==> config.mk <==
export PLATFORM = sky130hd
export DESIGN_NAME = sps_alu
export DESIGN_NICKNAME = d
export VERILOG_FILES = /design/src/sv/sps_pkg.sv /design/src/sv/sps_alu.sv
export SDC_FILE = /design/constraint.sdc
export NUM_CORES = 1
export LEC_CHECK = 0
export BUFFER_PORTS_ARGS = -buffer_cell sky130_fd_sc_hd__buf_2
export CAP_MARGIN = 30
export CELL_PAD_IN_SITES_DETAIL_PLACEMENT = 1
export CELL_PAD_IN_SITES_GLOBAL_PLACEMENT = 1
export CORE_ASPECT_RATIO = 1.75
export CORE_MARGIN = 2
export CORE_UTILIZATION = 37
export DETAILED_ROUTE_END_ITERATION = 7
export PLACE_DENSITY = 0.95
export REMOVE_ABC_BUFFERS = 1
export SLEW_MARGIN = 5
export SYNTH_ARGS = -nofsm -noshare
export SYNTH_HDL_FRONTEND = slang
export SYNTH_SLANG_ARGS = --single-unit
==> constraint.sdc <==
create_clock -name vclk -period 4.4
set_clock_uncertainty 0.05 [all_clocks]
set_input_delay 0 -clock vclk [all_inputs]
set_output_delay 0 -clock vclk [all_outputs]
set_load 0.01 [all_outputs]
==> src/sv/sps_pkg.sv <==
package sps_pkg;

    // Field widths of the stream payloads.
    localparam int KIND_W   = 2;
    localparam int INDEX_W  = 10;
    localparam int POS_W    = 12;
    localparam int SIZE_W   = 13;
    localparam int BYTE_W   = 8;
    localparam int STATUS_W = 2;
    localparam int COUNT_W  = 11;
    localparam int IN_DATA_W  = 48;
    localparam int OUT_DATA_W = 56;

    // Width of the shared arithmetic unit.
    localparam int ALU_W = 18;

    // Operation kinds.
    localparam logic [KIND_W-1:0] KIND_ADD    = 2'd0;
    localparam logic [KIND_W-1:0] KIND_REMOVE = 2'd1;
    localparam logic [KIND_W-1:0] KIND_READ   = 2'd2;

    // Result status codes.
    localparam logic [STATUS_W-1:0] ST_OK       = 2'd0;
    localparam logic [STATUS_W-1:0] ST_NO_SPACE = 2'd1;
    localparam logic [STATUS_W-1:0] ST_RANGE    = 2'd2;

    typedef enum logic {
        ALU_ADD,
        ALU_SUB
    } t_alu_op;

    typedef struct packed {
        t_alu_op          op;
        logic [ALU_W-1:0] a;
        logic [ALU_W-1:0] b;
    } t_alu_req;

endpackage

==> src/sv/sps_alu.sv <==
module sps_alu (
    input  sps_pkg::t_alu_req         i_req,
    output logic [sps_pkg::ALU_W-1:0] o_res
);

    // Shared adder and subtractor for offsets and sizes.
    always_comb begin
        unique case (i_req.op)
            sps_pkg::ALU_ADD: o_res = i_req.a + i_req.b;
            sps_pkg::ALU_SUB: o_res = i_req.a - i_req.b;
            default:          o_res = i_req.a;
        endcase
    end

endmodule

==> results of run 1 <==
## worst max-delay path: cells and delay by family
family / cells / cell delay (ps)
AOI/OAI and AO/OA: 7 / 1220
buffers and inverters: 2 / 280
and+or+nand+nor: 2 / 560
adders and majority gates: 1 / 350
xor gates and xnor gates: 2 / 320
## final timing paths
path | from | to | slack [ps]
max | i_req[3] | o_res[17] | 1610
min | i_req[0] | o_res[0] | 340
## per-layer routing
layer / GRT usage [%] / up-vias / routed length [um]
met2: 45.00 / 63 / 2350
met5: 0 / - / 0
met1: 18.17 / 695 / 1224
li1: - / 726 / -
met4: 7.222 / 0 / 129
met3: 2.489 / 12 / 253
## synthesized netlist by cell type, types with 2 or more instances
cell type  number  area (um2)
xnor2_1        24       210.2
a21oi_1        18       90.09
ha_1           18       225.2
nor2_1         17       63.81
o21ai_0        12       60.06
inv_1          10       37.54
a21o_1          9       67.56
nor3_1          8       40.04
xor2_1          7       61.31
clkbuf_1        5       18.77
nand2_1         5       18.77
o21a_1          4       30.03
a31oi_1         3       18.77
and2_1          2       12.51
nand4_1         2       12.51
nor4_1          2       12.51
o21bai_1        2       15.01
o41ai_1         2       17.52
## power breakdown
group | leakage (nW) | switching (mW) | internal (mW)
Sequential | 0 | 0 | 0
Clock | 0 | 0 | 0
Combinational | 0.757 | 0.189 | 0.156
## cells by family after synthesis
| kind of cell | share of synthesized area, % |
|---|---|
| mux | 0.8205 |
| compound gates | 35.18 |
| buf+inv | 4.616 |
| simple gates | 17.03 |
| xor+xnor | 22.26 |
| fa+ha+maj | 20.10 |
## stage by stage
stage / cells / hold slack (ps)
2_1_floorplan: 165 / 108.1
3_3_place_gp: 263 / 334.8
3_5_place_dp: 263 / 347.2
4_1_cts: 263 / 346.2
5_1_grt: 263 / 373.7
6_report: 263 / 340.9
## final cells by class
class                      instances  share of cell area, %
multi-input combinational        155                  76.04
timing repair buffer              55                  17.99
tap                               43                  3.516
inverter                          10                  2.453
==> flow_summary.toml, run 1 <==
[min_path]
hp-class = "input pin to output pin"
hold_depth = 4

[grt]
overflow = 0
grt_pass1_wl_um = 6223
antenna_found_initial = 0
grt_max_degree = 18
grt_usage_pct = 21.58
grt_pass1_vias = 1544

[route]
antenna_left = 0
routed_wl_um = 3957
drc = 0
wire_per_inst_um = 15.05
num_vias = 1496
drt_pass1_iterations = 4
viasPerCell = 5.688
drtIter0Drc = 19

[pwr]
peakVddDrop_mv = 0.1098
p_per_area_mw_per_mm2 = 225.5
leakagePower_nw = 0.7567
finalPower_uw = 345.1

[worst_setup_path]
path_cells = "buf_2, nor4_1, a21o_1, o21ai_0, nor2_1, xor2_1, ha_1, a21o_1, a21o_1, a21oi_1, o21ai_0, a21oi_1, xnor2_1, buf_2"
cpMostUsedCell = "a21o_1"
worstPathRequired_ps = 4350
cpPeakStageDelay_ps = 390
crit_path_end_kind = "output pin"
start_kind = "input pin"
worst_path_max_delay_cell = "nor4_1"
arrival_ps = 2740
crit_type = "input pin to output pin"
crit_path_max_fanout = 7

[finish]
layout_common_cells = "55 x buf_2, 24 x xnor2_1, 18 x a21oi_1, 18 x ha_1, 17 x nor2_1"
layout.nets = 278
area_delta_synth_final_pct = 25.44
layout_commonest_cell = "buf_2"
fin_area_mm2 = 0.001530
flops_and_latches = 0
regArea_um2 = 0
multi_input_area_mm2 = 0.001164
finish.utilization_pct = 48.71
nClkBuffers = 0
drive_above_1_share_pct = 28.18
antenna_cells = 0
fill_cells = 436

[timing]
final_max_slew_viol_count = 0
post-route-period-util_pct = 63.48
finalSetupViolations = 0
tightest_slew_ps = 662.0
fmax_mhz = 358.0
tns_ps = 0
rsz0062_at_grt = "no"
period_needed_ps = 2793
hold_viol = 0
slew_headroom_pct = 55.29
layout_setup_ws_ps = 1607

[die]
start_util_pct = 38.83
rows = 27
fp.dieW_um = 47.41
ios = 55
die_area_mm2 = 0.003791
coreArea_mm2 = 0.003142
die_h_um = 79.96

[clock_network]
hold_buffers = 0
post_cts_resized = 0
cts_setup_buffers = 0

[placed_design]
gp_congestion = 0.8101
port_buffers = 55
dp_hpwl_um = 3577
pre_cts_ws_ps = 1591
placed_area_mm2 = 0.001530

[status]
status = "completed"

[synth]
yosysSeqAreaShare_pct = 0
synth_warnings = 0
synth_area_per_cell_um2 = 7.176
synth_cells = 170
synth.distinct_cells = 38
syn_area_mm2 = 0.001220

[run]
max_cap_viol_count = 0
No activity file was read; power rests on OpenSTA's default activity.
==> inputs of run 2 (changes only) <==
Settings changed: CORE_UTILIZATION 37 to 34.
Clock period 4.4 ns to 2.7 ns, I/O delays scaled along.
==> flow_summary.toml, run 2 (synthesis gave the netlist of run 1 again) <==
[min_path]
hold_start = "i_req[19]"
hp-class = "input pin to output pin"

[finish]
final_cell_count_no_fill = 271
layout_commonest_cell = "buf_2"
antenna_cells = 0
layout_common_cells = "55 x buf_2, 24 x xnor2_1, 17 x nor2_1, 17 x ha_1, 16 x a21oi_1"
drive_above_1_share_pct = 33.19
flops_and_latches = 0
fin_area_mm2 = 0.001615
nClkBuffers = 0
fill_cells = 464
area_delta_synth_final_pct = 32.41
layout.nets = 284
regArea_um2 = 0
finish.utilization_pct = 47.53

[die]
fp.dieW_um = 49.28
start_util_pct = 35.90
die_h_um = 83.24
die_area_mm2 = 0.004102
coreArea_mm2 = 0.003398
rows = 28
ios = 55

[pwr]
pwr-share-clk_pct = 0
switching_share_pct = 54.16
leakagePower_nw = 0.7911
p_int_uw = 272.1
power_frac_comb_pct = 100.0
p_per_area_mw_per_mm2 = 367.5
p_seq_share_pct = 0
finalPower_uw = 593.6
peakVddDrop_mv = 0.2065
p_sw_uw = 321.5

[worst_setup_path]
worstPathRequired_ps = 2650
arrival_ps = 2480
start_kind = "input pin"
crit_path_max_fanout = 4
crit_path_start = "i_req[5]"
crit_type = "input pin to output pin"
crit_path_end_kind = "output pin"

[grt]
grt_pass1_vias = 1518
overflow = 0
grt_usage_pct = 18.81
antenna_found_initial = 0
grt_pass1_wl_um = 6506
grt_max_degree = 18

[timing]
rsz0062_at_grt = "yes"
layout_setup_ws_ps = 166.1
final_max_slew_viol_count = 0
period_needed_ps = 2534
worst_hold_slack_ps = 340.8
hold_viol = 0
post-route-period-util_pct = 93.85
tns_ps = 0
fmax_mhz = 394.7
finalSetupViolations = 0
slew_headroom_pct = 75.79
tightest_slew_ps = 359.8

[run]
max_cap_viol_count = 0

[route]
viasPerCell = 5.491
drtIter0Drc = 18
antenna_left = 0
drt_pass1_iterations = 4
wire_per_inst_um = 15.14
num_vias = 1488
routed_wl_um = 4104
drc = 0

[placed_design]
gp_congestion = 0.8776
numPlacedInstances = 270
pre_cts_ws_ps = 56.58
dp_hpwl_um = 3504
placed_area_mm2 = 0.001570
port_buffers = 55

[status]
status = "completed"

[clock_network]
hold_buffers = 0
-- run 2: cell count changes in the layout (fill, tap and decap cells not counted), moves of 2 or more --
cell,delta
a21oi_1,-2
buf_4,+6
a21oi_2,+2
o21ai_0,-2
-- run 2: power by group through the flow --
| stage | logic (mW) | registers [mW] | clock network [mW] |
|---|---|---|---|
| finish | 0.594 | 0 | 0 |
| global route | 0.649 | 0 | 0 |
| CTS | 0.581 | 0 | 0 |
| detailed placement | 0.578 | 0 | 0 |
| global placement | 0.560 | 0 | 0 |
| floorplan | 0.374 | 0 | 0 |
-- run 2: repair_timing --
item / 4_1_cts / 5_1_grt
resized for setup: 0 / 10
endpoints found under the setup margin: 0 / 8
setup buffers: 0 / 1
-- run 2: worst max-delay path, cell delays in order --
cell and delay, ps:
buf_2 120, nor4_2 290, a21o_1 210, buf_4 140, o21ai_0 100, xnor2_1 230
ha_1 330, a21oi_2 190, o21ai_0 100, a21o_1 210, a41oi_1 280, xnor2_1 140
buf_2 140
-- run 2: final cells by class --
cell class	instances	area, um2	area share [%]
Tap cell	45	56.30	3.486
Inverter	10	37.54	2.324
Timing Repair Buffer	61	320.3	19.83
Multi-Input combinational cell	155	1201	74.36
-- run 2: final timing paths --
check | to | slack [ps] | depth (start not counted)
worst max-delay path | o_res[13] | 170 | 13
worst min-delay path | o_res[1] | 340 | 3
-- run 2: per-layer routing --
metal  wire length [um]  up-vias  global-route usage [%]
li1                   -      739                       -
met1               1438      693                   18.66
met2               2475       50                   40.29
met3                136        6                  0.8993
met4                 54        0                   3.117
met5                  0        -                       0
